$ cat src/hdl/lion_pkg.sv
`default_nettype none
// ----------------------------------------------------------------------------
// lion_pkg
// Shared types, constants and saturation helper for the Lion update block.
// ----------------------------------------------------------------------------
package lion_pkg;

    localparam int IDX_W   = 12;
    localparam int WORD_W  = 32;
    localparam int LR_W    = 24;
    localparam int BETA_W  = 17;
    localparam int WD_W    = 16;
    localparam int CFG_DW  = 24;
    localparam int CFG_IW  = 2;

    localparam logic [BETA_W-1:0] BETA_ONE = 17'd65536;

    localparam logic [LR_W-1:0]   LR_RST   = 24'd1678;
    localparam logic [BETA_W-1:0] B1_RST   = 17'd58982;
    localparam logic [BETA_W-1:0] B2_RST   = 17'd64880;
    localparam logic [WD_W-1:0]   WD_RST   = 16'd0;

    localparam logic signed [WORD_W-1:0] W_MAX = 32'sh7FFF_FFFF;
    localparam logic signed [WORD_W-1:0] W_MIN = 32'sh8000_0000;

    localparam logic signed [50:0] SAT_HI = 51'sd2147483647;
    localparam logic signed [50:0] SAT_LO = -51'sd2147483648;

    typedef enum logic [CFG_IW-1:0] {
        CFG_LR        = 2'd0,
        CFG_BETA_MIX  = 2'd1,
        CFG_BETA_KEEP = 2'd2,
        CFG_DECAY     = 2'd3
    } t_cfg_idx;

    // Config as seen by the datapath: betas already clipped to one.
    typedef struct packed {
        logic [LR_W-1:0]   lr;
        logic [BETA_W-1:0] b1;
        logic [BETA_W-1:0] b1_cmp;
        logic [BETA_W-1:0] b2;
        logic [BETA_W-1:0] b2_cmp;
        logic              wd_on;
        logic [LR_W-1:0]   k;
    } t_cfg;

    function automatic logic signed [WORD_W-1:0] sat_w(input logic signed [50:0] x);
        logic signed [WORD_W-1:0] r;
        if (x > SAT_HI) begin
            r = W_MAX;
        end else if (x < SAT_LO) begin
            r = W_MIN;
        end else begin
            r = $signed(x[WORD_W-1:0]);
        end
        return r;
    endfunction

endpackage
`default_nettype wire

$ cat src/hdl/lion_cfg_regs.sv
`default_nettype none
// ----------------------------------------------------------------------------
// lion_cfg_regs
// Configuration registers, beta clipping and the decay factor k = lr*wd.
// ----------------------------------------------------------------------------
module lion_cfg_regs (
    input  wire logic                         i_clk,
    input  wire logic                         i_rst_n,
    input  wire logic                         i_cfg_we,
    input  wire logic [lion_pkg::CFG_IW-1:0]  i_cfg_index,
    input  wire logic [lion_pkg::CFG_DW-1:0]  i_cfg_data,
    output lion_pkg::t_cfg                    o_cfg
);
    import lion_pkg::*;

    logic [LR_W-1:0]   r_lr;
    logic [BETA_W-1:0] r_b1;
    logic [BETA_W-1:0] r_b2;
    logic [WD_W-1:0]   r_wd;
    logic [LR_W-1:0]   r_k;
    logic [39:0]       w_kp;
    logic [BETA_W-1:0] w_b1c;
    logic [BETA_W-1:0] w_b2c;

    always_ff @(posedge i_clk) begin
        if (!i_rst_n) begin
            r_lr <= LR_RST;
            r_b1 <= B1_RST;
            r_b2 <= B2_RST;
            r_wd <= WD_RST;
            r_k  <= '0;
        end else begin
            if (i_cfg_we) begin
                unique case (t_cfg_idx'(i_cfg_index))
                    CFG_LR:        r_lr <= i_cfg_data;
                    CFG_BETA_MIX:  r_b1 <= i_cfg_data[BETA_W-1:0];
                    CFG_BETA_KEEP: r_b2 <= i_cfg_data[BETA_W-1:0];
                    CFG_DECAY:     r_wd <= i_cfg_data[WD_W-1:0];
                endcase
            end
            // k is registered from the stored lr and decay values, so it updates after them
            r_k <= w_kp[39:16];
        end
    end

    assign w_kp  = 40'(r_lr) * 40'(r_wd);
    assign w_b1c = (r_b1 > BETA_ONE) ? BETA_ONE : r_b1;
    assign w_b2c = (r_b2 > BETA_ONE) ? BETA_ONE : r_b2;

    always_comb begin
        o_cfg.lr     = r_lr;
        o_cfg.b1     = w_b1c;
        o_cfg.b1_cmp = BETA_ONE - w_b1c;
        o_cfg.b2     = w_b2c;
        o_cfg.b2_cmp = BETA_ONE - w_b2c;
        o_cfg.wd_on  = (r_wd != '0);
        o_cfg.k      = r_k;
    end

endmodule
`default_nettype wire

$ cat config.mk
export PLATFORM = sky130hd
export DESIGN_NAME = lion_cfg_regs
export DESIGN_NICKNAME = d
export VERILOG_FILES = /design/src/hdl/lion_pkg.sv /design/src/hdl/lion_cfg_regs.sv
export SDC_FILE = /design/constraint.sdc
export NUM_CORES = 1
export LEC_CHECK = 0
export BUFFER_PORTS_ARGS = -buffer_cell sky130_fd_sc_hd__buf_2
export CORE_MARGIN = 3
export CORE_UTILIZATION = 57
export CTS_BUF_LIST = sky130_fd_sc_hd__clkbuf_4
export DETAILED_ROUTE_END_ITERATION = 6
export PLACE_DENSITY = 0.79
export SYNTH_ARGS = -nofsm -noshare
export SYNTH_HDL_FRONTEND = slang
export SYNTH_SLANG_ARGS = --single-unit
$ cat constraint.sdc
create_clock -name i_clk -period 6.05 [get_ports i_clk]
set_input_delay 0.3025 -clock i_clk [delete_from_list [all_inputs] [get_ports i_clk]]
set_output_delay 0.3025 -clock i_clk [all_outputs]
set_load 0.01 [all_outputs]
---- Word level (Yosys, flattened, before mapping) ----
Index checks and enable logic that the tools add are counted.
storage, ports and cells
  register bits ........................... 98
  input port bits ......................... 29
  output and inout bits ................... 117
cells by class
  add/sub/neg operators ................... 2
  $mul .................................... 1
  order comparisons ....................... 2
  eq/ne operators ......................... 3
  multiplexer cells ....................... 2
  reductions and logical operators ........ 6
operator list
  operator                count
  $mul 24x16->40          1
  $gt 17x17->1 const B    2
  $mux 17                 2
  $sub 17x17->17 const A  2
  $reduce_bool 16->1      1
  $reduce_and 2->1        4
  $eq 2x2->1 const B      2
  $eq 2x1->1 const B      1
  $logic_not 2->1         1

---- Logic depth before layout (Yosys ltp) ----
  depth in word-level cells ............... 3
  gate-level depth with buffers ........... 23
  mapped depth without buffers ............ 21

---- Worst setup path after synthesis ----
Ideal clock, no wire load.
  kind .................................... register to register
  start point ............................. register r_lr[21]
  end point ............................... register r_k[21]
  setup time .............................. 0.120 ns
  data arrival time ....................... 5.832 ns
  data required time ...................... 5.930 ns
  slack ................................... 0.099 ns
  cell stages (with the launch flop) ...... 22
  buffers on the path ..................... 2
  period minus slack after synthesis ...... 5.951 ns
  path through ............................ dfxtp_1 > clkbuf_1 > clkbuf_1 > nand2_1 > fa_1 > inv_1 > fa_1 > inv_1 > fa_1 > inv_1 > fa_1 > fa_1 > inv_1 > fa_1 > inv_1 > ha_1 > a21oi_1 > o21bai_1 > a21o_1 > o41ai_2 > nor4_1 > a211o_1
on the way
  longest elaborated chain between the ends .. 1
ends and longest elaborated chain
  item                    line                 RTL
  start, declared         lion_cfg_regs.sv:16  logic [LR_W-1:0] r_lr;
  start signal, assigned  lion_cfg_regs.sv:35  CFG_LR: r_lr <= i_cfg_data;
  $mul 24x16->40          lion_cfg_regs.sv:46  assign w_kp = 40'(r_lr) * 40'(r_wd);
  end signal, assigned    lion_cfg_regs.sv:42  r_k <= w_kp[39:16];
  end, declared           lion_cfg_regs.sv:20  logic [LR_W-1:0] r_k;
No other way between the ends.
A chain may end at the register's enable or synchronous reset.

---- Worst setup path in the final report ----
  start point ............................. register r_wd[5]
  end point ............................... register r_k[13]
on the way
  longest elaborated chain between the ends .. 1
ends and longest elaborated chain
  item                    line                 RTL
  start, declared         lion_cfg_regs.sv:19  logic [WD_W-1:0] r_wd;
  start signal, assigned  lion_cfg_regs.sv:38  CFG_DECAY: r_wd <= i_cfg_data[WD_W-1:0];
  $mul 24x16->40          lion_cfg_regs.sv:46
No other way between the ends.

==> run summary <==
Run status: complete, no violations
Syn avg cell area: 8.28 um2
Yosys top cell area share: 36.9%
First-pass GRT wire length: 71300 um
Ys async rst share: 0%
# setup viols final: 0
Die area: 0.0311 mm2
Hold path depth: 3
Reg clk slew, reported paths: 0.19 ns
Ports: 146
Critical path launch point type: register
CTS Sinks: 98
HP Class: in -> reg
Final worst setup slack: 0.130 ns
Initial Util: 58.6%
Worst-path fanout max: 6
Leading cell types in the layout, fill and taps excluded: 414 x nand2_1, 355 x inv_1, 305 x fa_1
Clock latency on the worst-skew pair: 0.48 ns
Critical path's slowest cell: fa_1
Synth area leader: fa_1
Final ANT Viol Nets: 0
Vias in the first global route: 14600
Max Cap Viol: 0
Ys flop type: dfxtp_1
Tightest Pin Transition: 1.02 ns
Post-Syn Area: 0.0166 mm2
Slew margin rel.: 31.8%
Grt ovf: 0
DRC: 0
Critical path type: reg -> reg
DR WL/cell: 17.2 um
Starting DRT DRC Count: 1296
Tmin final: 5.92 ns
Tcrit/Tclk final: 97.8%
Flop and latch count out of synthesis: 98
H-tree depth: 3
Fraction of layout cells with a size suffix above 1: 16.0%
Final GP Congestion: 0.912
Hold Worst Slack: 0.0284 ns
Achievable frequency: 169 MHz
Post-Route Skew: 0.0300 ns
Clock tree from TritonCTS: built
Sequential fraction of the synthesis area: 11.9%
Critical Path AT: 6.29 ns
CP required: 6.42 ns
Total core area: 0.0282 mm2
Inserted Clock Buffers: 9
Yosys warns: 0
Vias per cell: 5.60
Dpl ws: -0.102 ns
TNS Setup: 0 ns
R2R depth: 22
Final hold vios: 0
Clock Tree Buf Depth: 2
Die Width: 176 um
Netlist cell types: 71
Gr usage total: 28.3%
Largest net degree at the start of global routing: 63
Crit-path most repeated cell: fa_1
Root buffer cell: clkbuf_4
Nets@finish: 2592
Slew Limit Fails: 0
DRT Pass-1 Iters: 7
Synth area leaders: fa_1 37%, dfxtp_1 12%, nand2_1 9.4%
Crit path largest cell delay: 0.54 ns
Post-DP HPWL: 35500 um
Static leakage power: 0.00917 uW
Setup crit end kind: register
Mapped Cells: 2000
Initial antenna violation count: 1
Die height: 176 um
Worst path cell trace: buf_4 -> buf_4 -> nand2_1 -> fa_1 -> inv_1 -> fa_1 -> inv_1 -> fa_1 -> inv_1 -> fa_1 -> fa_1 -> inv_1 -> fa_1 -> inv_1 -> ha_1 -> and4_1 -> a21oi_1 -> o22ai_2 -> o41ai_4 -> buf_4 -> xnor2_1 -> nor2_1
EDFF count, synth: 0
Max VDD drop: 0.0820 mV
Port Buffer Count: 145
Mapped Nets: 2445
Pwr dens: 90.2 mW/mm2
Power Total: 1670 uW
Via count: 14200
Wirelength, routed: 43600 um
Commonest non-fill, non-tap cell in the layout: nand2_1
Area Growth Syn to Fin: 11.9%
Site Rows: 61
==> timing repair <==
action | CTS | global route
hold endpoints to repair | 1 | 0
pin swaps | 0 | 9
setup buffers | 0 | 12
endpoints found under the setup margin | 6 | 20
hold buffers | 1 | 0
resized for setup | 8 | 82
==> worst max-delay path, delay by kind of cell, from the launching register on <==
family,cells,cell delay [ns]
and+or+nand+nor,3,0.39
DFF,1,0.44
AOI/OAI and AO/OA,3,0.89
buffers and inverters,8,0.64
xor gates and xnor gates,1,0.12
adders and majority gates,7,3.27
==> power by group <==
part | internal [uW] | switching [uW] | total [uW]
logic | 233 | 349 | 582
registers | 671 | 45.6 | 717
clock network | 99.3 | 274 | 373
==> cell usage after synthesis, types with 2 or more instances <==
library cell  number
a211o_1            2
a211oi_1           3
a21boi_0           3
a21o_1            19
a21oi_1           90
a221oi_1           3
a22o_1             2
a31oi_1            2
a32oi_1            3
and2_1           161
and2_2             7
and3_1             5
and4_1             3
buf_4              2
clkbuf_1         104
dfxtp_1           98
fa_1             305
ha_1             111
inv_1            355
mux2i_1            9
nand2_1          416
nand2b_1          16
nand3_1           38
nand3b_1           2
nand4_1           17
nor2_1            50
nor2b_1           22
nor3_1            10
nor3b_1            8
nor4_1             9
nor4_2             2
o21a_1             6
o21ai_0           33
o21ai_2            2
o21bai_1           6
o22ai_1            4
o31a_1             3
or2_2              5
or3_1              5
xnor2_1           22
xor2_1             7
==> cell families (layout without fill, tap and decap cells) <==
family          count (synthesis)  in the layout  share of synthesized area, %
flops                          98             98                          11.9
mux                             9              9                         0.544
compound gates                197            197                          7.38
xor+xnor                       29             29                          1.53
simple gates                  786            786                          22.8
other cells                     0              1                             0
fa+ha+maj                     416            416                          45.3
buf+inv                       465            617                          10.6
==> final timing paths <==
path                   startpoint                     to  slack (ns)
max          r_wd[5]$_SDFFE_PN0P_     r_k[13]$_SDFF_PN0_        0.13
min                i_cfg_data[21]  r_lr[21]$_SDFFE_PN0P_        0.03
max reg2reg  r_wd[5]$_SDFFE_PN0P_     r_k[13]$_SDFF_PN0_        0.13
min reg2reg  r_b1[0]$_SDFFE_PN0P_   r_b1[0]$_SDFFE_PN0P_        0.52
==> sequential cells by signal, indices dropped and copies added (netlist names) <==
signal	count
r_k	24
r_wd	16
r_b2	17
r_lr	24
r_b1	17
==> metrics by stage <==
step           instances  utilization [%]  area (um2)
3_3_place_gp        2501             63.8       18000
6_report            2531             65.6       18500
5_1_grt             2531             65.6       18500
4_1_cts             2518             64.4       18200
2_1_floorplan       2000                -       16600
3_5_place_dp        2501             63.8       18000
==> area by class of cell <==
| type | count | area (um2) |
|---|---|---|
| Antenna cell | 1 | 2.50 |
| Clock buffer | 9 | 67.6 |
| Clock inverter | 7 | 81.3 |
| Fill cell | 2340 | 9710 |
| Inverter | 356 | 1340 |
| Multi-Input combinational cell | 1437 | 13000 |
| Sequential cell | 98 | 2040 |
| Tap cell | 378 | 473 |
| Timing Repair Buffer | 245 | 1550 |
==> metal layers <==
metal	share of wire [%]	track usage, %	vias to the layer above	wire length, um
li1	-	-	6386	-
met1	38	36.3	7040	16400
met2	51	48.6	602	22400
met3	6.6	3.25	140	2880
met4	4.5	12.3	0	1960
met5	0	0	-	0
Note: power is estimated with default switching activity, not from simulation.
